`src/rtl/micd_pkg.sv`:
```
// Shared types and constants for the multi-input counter debouncer.
package micd_pkg;

    localparam int CNT_W         = 4;
    localparam int LEVEL_W       = 16;
    localparam int OUT_DATA_W    = 2 * LEVEL_W;
    localparam int CFG_IDX_W     = 2;
    localparam int CFG_DATA_W    = CNT_W;
    localparam int NUM_INPUTS_DEF = 16;

    localparam logic [CFG_IDX_W-1:0] REG_COUNT_LIMIT       = 2'd0;
    localparam logic [CFG_IDX_W-1:0] REG_PRESS_THRESHOLD   = 2'd1;
    localparam logic [CFG_IDX_W-1:0] REG_RELEASE_THRESHOLD = 2'd2;

    localparam logic [CNT_W-1:0] COUNT_LIMIT_RST       = 4'd4;
    localparam logic [CNT_W-1:0] PRESS_THRESHOLD_RST   = 4'd4;
    localparam logic [CNT_W-1:0] RELEASE_THRESHOLD_RST = 4'd1;

    typedef struct packed {
        logic [CNT_W-1:0] count_limit;
        logic [CNT_W-1:0] press_threshold;
        logic [CNT_W-1:0] release_threshold;
    } micd_cfg_t;

    typedef struct packed {
        logic stable;
        logic press;
    } micd_lane_out_t;

endpackage

```
`src/rtl/micd_lane.sv`:
```
// One debounce lane: saturating integrating counter and hysteresis bit.
module micd_lane
    import micd_pkg::*;
(
    input  logic           clk,
    input  logic           rst_n,
    input  logic           step,
    input  logic           pressed,
    input  micd_cfg_t      cfg,
    output micd_lane_out_t lane_out
);

    logic [CNT_W-1:0] count_reg;
    logic [CNT_W-1:0] count_next;
    logic             stable_reg;
    logic             stable_next;

    always_comb
    begin
        count_next = count_reg;
        if (pressed)
        begin
            // A count above a lowered limit holds rather than snapping down.
            if (count_reg < cfg.count_limit)
            begin
                count_next = count_reg + CNT_W'(1);
            end
        end
        else if (count_reg != '0)
        begin
            count_next = count_reg - CNT_W'(1);
        end

        stable_next = stable_reg;
        if (count_next <= cfg.release_threshold)
        begin
            stable_next = 1'b0;
        end
        if (count_next >= cfg.press_threshold)
        begin
            stable_next = 1'b1;
        end
    end

    always_ff @(posedge clk or negedge rst_n)
    begin
        if (!rst_n)
        begin
            count_reg  <= '0;
            stable_reg <= 1'b0;
        end
        else if (step)
        begin
            count_reg  <= count_next;
            stable_reg <= stable_next;
        end
    end

    assign lane_out.stable = stable_next;
    assign lane_out.press  = stable_next & ~stable_reg;

endmodule

```
`src/rtl/micd_merge.sv`:
```
// Gathers the lane results into one output word and holds it for the consumer.
module micd_merge
    import micd_pkg::*;
#(
    parameter int NUM_INPUTS = NUM_INPUTS_DEF
)
(
    input  logic                  clk,
    input  logic                  rst_n,
    input  logic                  load,
    input  micd_lane_out_t        lane_out [NUM_INPUTS],
    output logic                  ready,
    output logic                  out_valid,
    input  logic                  out_ready,
    output logic [OUT_DATA_W-1:0] out_data
);

    // Number of lanes that have a place in the output fields.
    localparam int NUM_SHOWN = (NUM_INPUTS < LEVEL_W) ? NUM_INPUTS : LEVEL_W;

    logic [LEVEL_W-1:0] stable_w;
    logic [LEVEL_W-1:0] press_w;
    logic [LEVEL_W-1:0] stable_reg;
    logic [LEVEL_W-1:0] press_reg;
    logic               valid_reg;
    logic               valid_next;

    // Only the low inputs fit the output fields; the rest stay internal.
    always_comb
    begin
        stable_w = '0;
        press_w  = '0;
        for (int i = 0; i < NUM_SHOWN; i++)
        begin
            stable_w[i] = lane_out[i].stable;
            press_w[i]  = lane_out[i].press;
        end
    end

    assign ready = !valid_reg || out_ready;

    always_comb
    begin
        valid_next = valid_reg;
        if (load)
        begin
            valid_next = 1'b1;
        end
        else if (out_ready)
        begin
            valid_next = 1'b0;
        end
    end

    always_ff @(posedge clk or negedge rst_n)
    begin
        if (!rst_n)
        begin
            valid_reg <= 1'b0;
        end
        else
        begin
            valid_reg <= valid_next;
        end
    end

    always_ff @(posedge clk)
    begin
        if (load)
        begin
            stable_reg <= stable_w;
            press_reg  <= press_w;
        end
    end

    assign out_valid = valid_reg;
    assign out_data  = {press_reg, stable_reg};

endmodule

```
`src/rtl/multi_input_counter_debouncer_core.sv`:
```
// A tick's result is registered into the output stage at the edge that accepts the tick.
// Throughput: one tick per cycle; the output register takes a new result as it is
// consumed, so input ready drops only while a result waits and the consumer stalls.
// Every lane updates its counter in the cycle of acceptance.
// Reset (rst_n low, asynchronous): counters and debounced bits clear, output empties,
// count_limit = 4, press_threshold = 4, release_threshold = 1.
module multi_input_counter_debouncer_core
    import micd_pkg::*;
#(
    parameter int NUM_INPUTS = NUM_INPUTS_DEF
)
(
    input  logic                  clk,
    input  logic                  rst_n,
    input  logic                  s_axis_tvalid,
    output logic                  s_axis_tready,
    input  logic [LEVEL_W-1:0]    s_axis_tdata,   // [15:0] pin_levels
    output logic                  m_axis_tvalid,
    input  logic                  m_axis_tready,
    output logic [OUT_DATA_W-1:0] m_axis_tdata,   // [15:0] stable_levels, [31:16] press_events
    input  logic                  cfg_we,
    input  logic [CFG_IDX_W-1:0]  cfg_index,
    input  logic [CFG_DATA_W-1:0] cfg_wdata
);

    micd_cfg_t      cfg_reg;
    micd_lane_out_t lane_out [NUM_INPUTS];
    logic           step;

    always_ff @(posedge clk or negedge rst_n)
    begin
        if (!rst_n)
        begin
            cfg_reg.count_limit       <= COUNT_LIMIT_RST;
            cfg_reg.press_threshold   <= PRESS_THRESHOLD_RST;
            cfg_reg.release_threshold <= RELEASE_THRESHOLD_RST;
        end
        else if (cfg_we)
        begin
            unique case (cfg_index)
                REG_COUNT_LIMIT:       cfg_reg.count_limit       <= cfg_wdata;
                REG_PRESS_THRESHOLD:   cfg_reg.press_threshold   <= cfg_wdata;
                REG_RELEASE_THRESHOLD: cfg_reg.release_threshold <= cfg_wdata;
                default:               ;
            endcase
        end
    end

    assign step = s_axis_tvalid && s_axis_tready;

    for (genvar i = 0; i < NUM_INPUTS; i++)
    begin : g_lane
        logic pressed;

        // Inputs past the level field have no pin and count as pressed.
        if (i < LEVEL_W)
        begin : g_pin
            assign pressed = ~s_axis_tdata[i];
        end
        else
        begin : g_nopin
            assign pressed = 1'b1;
        end

        micd_lane u_lane (
            .clk      (clk),
            .rst_n    (rst_n),
            .step     (step),
            .pressed  (pressed),
            .cfg      (cfg_reg),
            .lane_out (lane_out[i])
        );
    end

    micd_merge #(
        .NUM_INPUTS (NUM_INPUTS)
    ) u_merge (
        .clk       (clk),
        .rst_n     (rst_n),
        .load      (step),
        .lane_out  (lane_out),
        .ready     (s_axis_tready),
        .out_valid (m_axis_tvalid),
        .out_ready (m_axis_tready),
        .out_data  (m_axis_tdata)
    );

endmodule

```
`config.mk`:
```
export PLATFORM = sky130hd
export DESIGN_NAME = multi_input_counter_debouncer_core
export DESIGN_NICKNAME = d
export VERILOG_FILES = /design/src/rtl/micd_pkg.sv /design/src/rtl/micd_lane.sv /design/src/rtl/micd_merge.sv /design/src/rtl/multi_input_counter_debouncer_core.sv
export SDC_FILE = /design/constraint.sdc
export NUM_CORES = 1
export LEC_CHECK = 0
export BUFFER_PORTS_ARGS = -buffer_cell sky130_fd_sc_hd__buf_2
export CAP_MARGIN = 20
export CORE_MARGIN = 2
export CORE_UTILIZATION = 64
export CTS_CLUSTER_DIAMETER = 120
export DETAILED_ROUTE_END_ITERATION = 6
export PLACE_DENSITY_LB_ADDON = 0.2
export RECOVER_POWER = 25
export SYNTH_ARGS = -nofsm -noshare
export SYNTH_HDL_FRONTEND = slang
export SYNTH_SLANG_ARGS = --single-unit
```
`constraint.sdc`:
```
create_clock -name clk -period 3.4 [get_ports clk]
set_input_delay 0.34 -clock clk [delete_from_list [all_inputs] [get_ports clk]]
set_output_delay 0.34 -clock clk [all_outputs]
set_load 0.01 [all_outputs]
```
* Yosys cells after proc, flatten, opt, wreduce, memory -nomap -nowiden
Index checks and enable logic that the tools add are counted.
** Storage, ports and cells
- Flip-flop bits (word level) :: 125
- Bits in latches :: 0
- RAM bits :: 0
- ROM bits :: 0
- Output and inout port bits :: 34
- Memories :: 0
** Operators by class
- Add/subtract/negate cells :: 32
- Multiply operators :: 0
- Divide/modulo/power cells :: 0
- Magnitude comparators :: 48
- Equal/unequal tests :: 2
- Shifts and indexed selects :: 0
- Multiplexer cells :: 82
- Bitwise operators :: 32
- Reduce and logical (&&, ||, !) cells :: 24
** Operators with widths (number)
- $mux 4 :: 48
- $add 4x1->4 const B :: 16
- $ge 4x4->1 :: 16
- $le 4x4->1 :: 16
- $lt 4x4->1 :: 16
- $reduce_bool 4->1 :: 16
- $sub 4x1->4 const B :: 16
- $mux 1 :: 34
- $and 1x1->1 :: 16
- $not 1->1 :: 16
- $reduce_and 2->1 :: 3
- $eq 2x1->1 const B :: 1
- $eq 2x2->1 const B :: 1
- $logic_not 2->1 :: 1
- $reduce_bool 2->1 :: 1
- $logic_and 1x1->1 :: 1
- $logic_not 1->1 :: 1
- $logic_or 1x1->1 :: 1

* Longest topological paths before layout
- Depth in word-level cells :: 7
- Depth in mapped cells :: 13
- Depth with buffers taken out :: 13

* By module
From an unflattened synthesis, not the netlist that was laid out.
** Unflattened totals
- Cell total of the unflattened synthesis :: 1471
- Area, all modules :: 12758.5 um2
** Modules (own cells, without submodules)
- micd_lane :: instances 16, cells an instance 87, area an instance 700.7 um2, seq. area each 125.1 um2
- micd_merge :: instances 1, cells an instance 35, area an instance 1008.5 um2, seq. area each 985.9 um2
- multi_input_counter_debouncer_core :: instances 1, cells an instance 44, area an instance 539.3 um2, seq. area each 304.0 um2

* Worst setup path after synthesis
No wires, ideal clock.
- Path type :: reg-to-reg
- Start :: register cfg_reg[9] (netlist name)
- End :: register u_merge.stable_reg[2], data pin
- Arrival :: 2.901 ns
- Data required time :: 3.135 ns
- Path slack :: 0.234 ns
- Stages on the path, launching flop included :: 12
- Period minus slack after synthesis :: 3.166 ns
- Path through :: dfrtp_1 inv_1 ha_1 o211a_1 nor4_1 nor3_1 a221oi_1 ha_1 a21oi_1 o21ai_0 a311oi_1 inv_1
** RTL lines
- start, declared :: line multi_input_counter_debouncer_core.sv:26 : micd_cfg_t cfg_reg;
- end signal, assigned :: line micd_merge.sv:71 : stable_reg <= stable_w;
- end, declared :: line micd_merge.sv:23 : logic [LEVEL_W-1:0] stable_reg;

==> impl_metrics.yaml <==
drt:
  via_count: 10910
  vias_per_cell: 6.381
  drc_errors: 0
  ant_nets: 0
  wirelength_um: 31170
  drtIter0Drc: 602
  wl_per_cell_um: 18.24
  dr.pass1.iters: 5
timing:
  skew_ns: 0.01388
  whs_ns: 0.1186
  layout_min_cycle_time_ns: 3.296
  rsz0062_at_grt: "yes"
  hold_viol: 0
  finalSetupViolations: 0
  drv_slew: 0
  min_period_over_period_pct: 96.95
  tightest_slew_ns: 1.490
  final.setup.worst_slack_ns: 0.1038
  max_clock_freq_ghz: 0.3034
  relSlewSlack_pct: 0.6745
synthesis:
  synth_nets: 1610
  post-synth-top-count-cell: "ha_1"
  netlist-cell-type-count: 62
  synth_area_leaders: "ha_1 22%, dfrtp_1 19%, edfxtp_1 8.0%"
  synth-seq-cells: 125
  yosys_warnings: 0
  netlist.area_leader.share_pct: 21.68
  synth_edf_count: 32
  synth-seq-area-share_pct: 27.42
  synth_area_per_cell_um2: 8.732
  synth_commonest_cells: "208 x ha_1, 129 x inv_1, 128 x o21ai_0"
  yosys.area.top_type: "ha_1"
  netlist_area_um2: 12010
  synth_flop_cell: "dfrtp_1"
  synth-async-reset-ratio_pct: 74.40
  syn_inst: 1375
clocking:
  clkSinkCount: 125
  clk_pin_slew_ns: 0.06
  clk-insertion-delay-late_ns: 0.44
  tritoncts: "done"
  cts_buffers: 17
  clockRootBuffer: "clkbuf_16"
  h-tree-depth: 4
  holdBufCountCts: 0
  clock_path_buffers: 2
final_layout:
  drive_above_1_share_pct: 17.97
  largest_register_ffs: 64
  stdcell_count: 1709
  synthToLayoutAreaGrowth_pct: 14.84
  fin_area_um2: 13790
  fillCellCount: 1359
  fin_nets: 1697
  diodes: 0
floorplanning:
  initial_utilization_pct: 64.62
  dieArea_um2: 19870
  die_width_um: 141.0
  rows: 50
  dieHeight_um: 141.0
  boundaryPins: 61
  coreArea_um2: 18580
critical_path:
  critPathBufInv: 3
  path_max_fanout: 11
  r2r_slack_ns: 0.10
  slowest_stage: "dfstp_2"
  crit_path_cell_trace: "inv_1, buf_4, ha_1, a21oi_1, o21ai_2, a211oi_2, xor2_1, o21a_1, ha_1, a21oi_2, o21ai_1, a311oi_2, inv_1"
  endpoint_kind: "register"
  cp_top_family: "compound AO/OA/AOI/OAI gates"
  critical_path_required_ns: 3.58
  cpPeakStageDelay_ns: 0.51
  cp.arrival_ns: 3.47
  worst-setup-path-type: "reg2reg"
  cp-start-kind: "register"
place:
  place.gp.congestion: 0.8782
  placed_area_um2: 12760
  dp_cells: 1663
  port_buffers: 60
  pre_cts_ws_ns: -0.05876
  place_hpwl_um: 20180
global_routing:
  grt_pass1_vias: 10240
  grtUsageTotal_pct: 30.62
  antenna_found_initial: 0
  grt_max_degree: 79
  grt_pass1_wl_um: 49110
  grt_overflow: 0
power_and_ir_drop:
  ir_drop_mv: 0.5232
  totalPowerFinal_mw: 14.24
  p_leak_nw: 6.219
  powerDensity_nw_per_um2: 1033
status:
  status: "finished clean"
job:
  max_cap_viol_count: 0
hold_path:
  hold_class: "in2reg"
## cell usage in the layout (no fill, tap or decap), types with 13 or more instances in the layout
cell type and instances:
a31oi_1 22, buf_4 51, mux2i_1 30, o21ai_0 119
a211oi_2 22, nand2_1 83, nand4_1 16, edfxtp_1 32
a311oi_2 15, a21oi_2 15, inv_1 127, a21oi_1 97
clkbuf_16 17, nand3_1 21, buf_2 59, nor3_1 48
xnor2_1 49, ha_1 208, a211o_1 13, or3_1 14
nor2_1 70, o22ai_1 16, dfrtp_1 90
## kinds of logic (layout without fill, tap and decap cells)
| kind of cell | Yosys count | in the layout | share of synthesized area (%) |
|---|---|---|---|
| flip-flops | 125 | 125 | 27.42 |
| XOR/XNOR | 55 | 55 | 4.012 |
| adder cells (fa/ha/maj) | 208 | 208 | 21.68 |
| AO/OA/AOI/OAI | 446 | 446 | 24.07 |
| multiplexers | 40 | 40 | 3.429 |
| AND/OR/NAND/NOR | 325 | 325 | 13.79 |
| buffers and inverters | 176 | 276 | 5.606 |
## routing by layer
layer / global-route usage, % / part of all wire (%)
met2: 52.79 / 50
met3: 5.571 / 5.6
met1: 37.44 / 41
met5: 0 / 0
met4: 13.84 / 3.5
## cell type report
cell class	count	area, um2	area share (%)
clock buffers	18	439.2	3.185
clock inverters	14	108.9	0.7895
inverters	130	490.5	3.557
multi-input cells	1074	8437	61.19
flip-flops and latches	125	3292	23.87
well taps	234	292.8	2.123
repair buffers	114	728.2	5.281
## worst paths after layout
check                              start                       endpoint  cells after the start
max                          cfg_reg[10]          u_merge.stable_reg[9]                     13
min                        s_axis_tvalid              u_merge.out_valid                      2
max reg2reg                  cfg_reg[10]          u_merge.stable_reg[9]                     13
min reg2reg                   cfg_reg[3]                     cfg_reg[3]                      1
max in group asynchronous          rst_n  g_lane[5].u_lane.count_reg[3]                      2
min in group asynchronous          rst_n  g_lane[0].u_lane.count_reg[1]                      1
## power by group
| group | switching [mW] | total [mW] | internal, mW |
|---|---|---|---|
| clock | 0.768 | 1.73 | 0.962 |
| sequential | 0.969 | 3.31 | 2.34 |
| combinational | 5.14 | 9.20 | 4.06 |
| total | 6.87 | 14.2 | 7.37 |
## stage by stage
step	setup TNS, ns	utilization (%)
floorplan	0	-
global placement	0	68.67
detailed placement	-0.2977	68.67
CTS	0	71.95
global route	-0.3799	74.21
finish	0	74.21
## what timing repair did
action                                  in CTS  in global routing
gates resized for setup                     12                 78
pin swaps                                    1                 35
endpoints found under the setup margin      19                 48
endpoints found under the hold margin        0                  0
buffers inserted                             0                 14
Note: power is estimated with default switching activity, not from simulation.
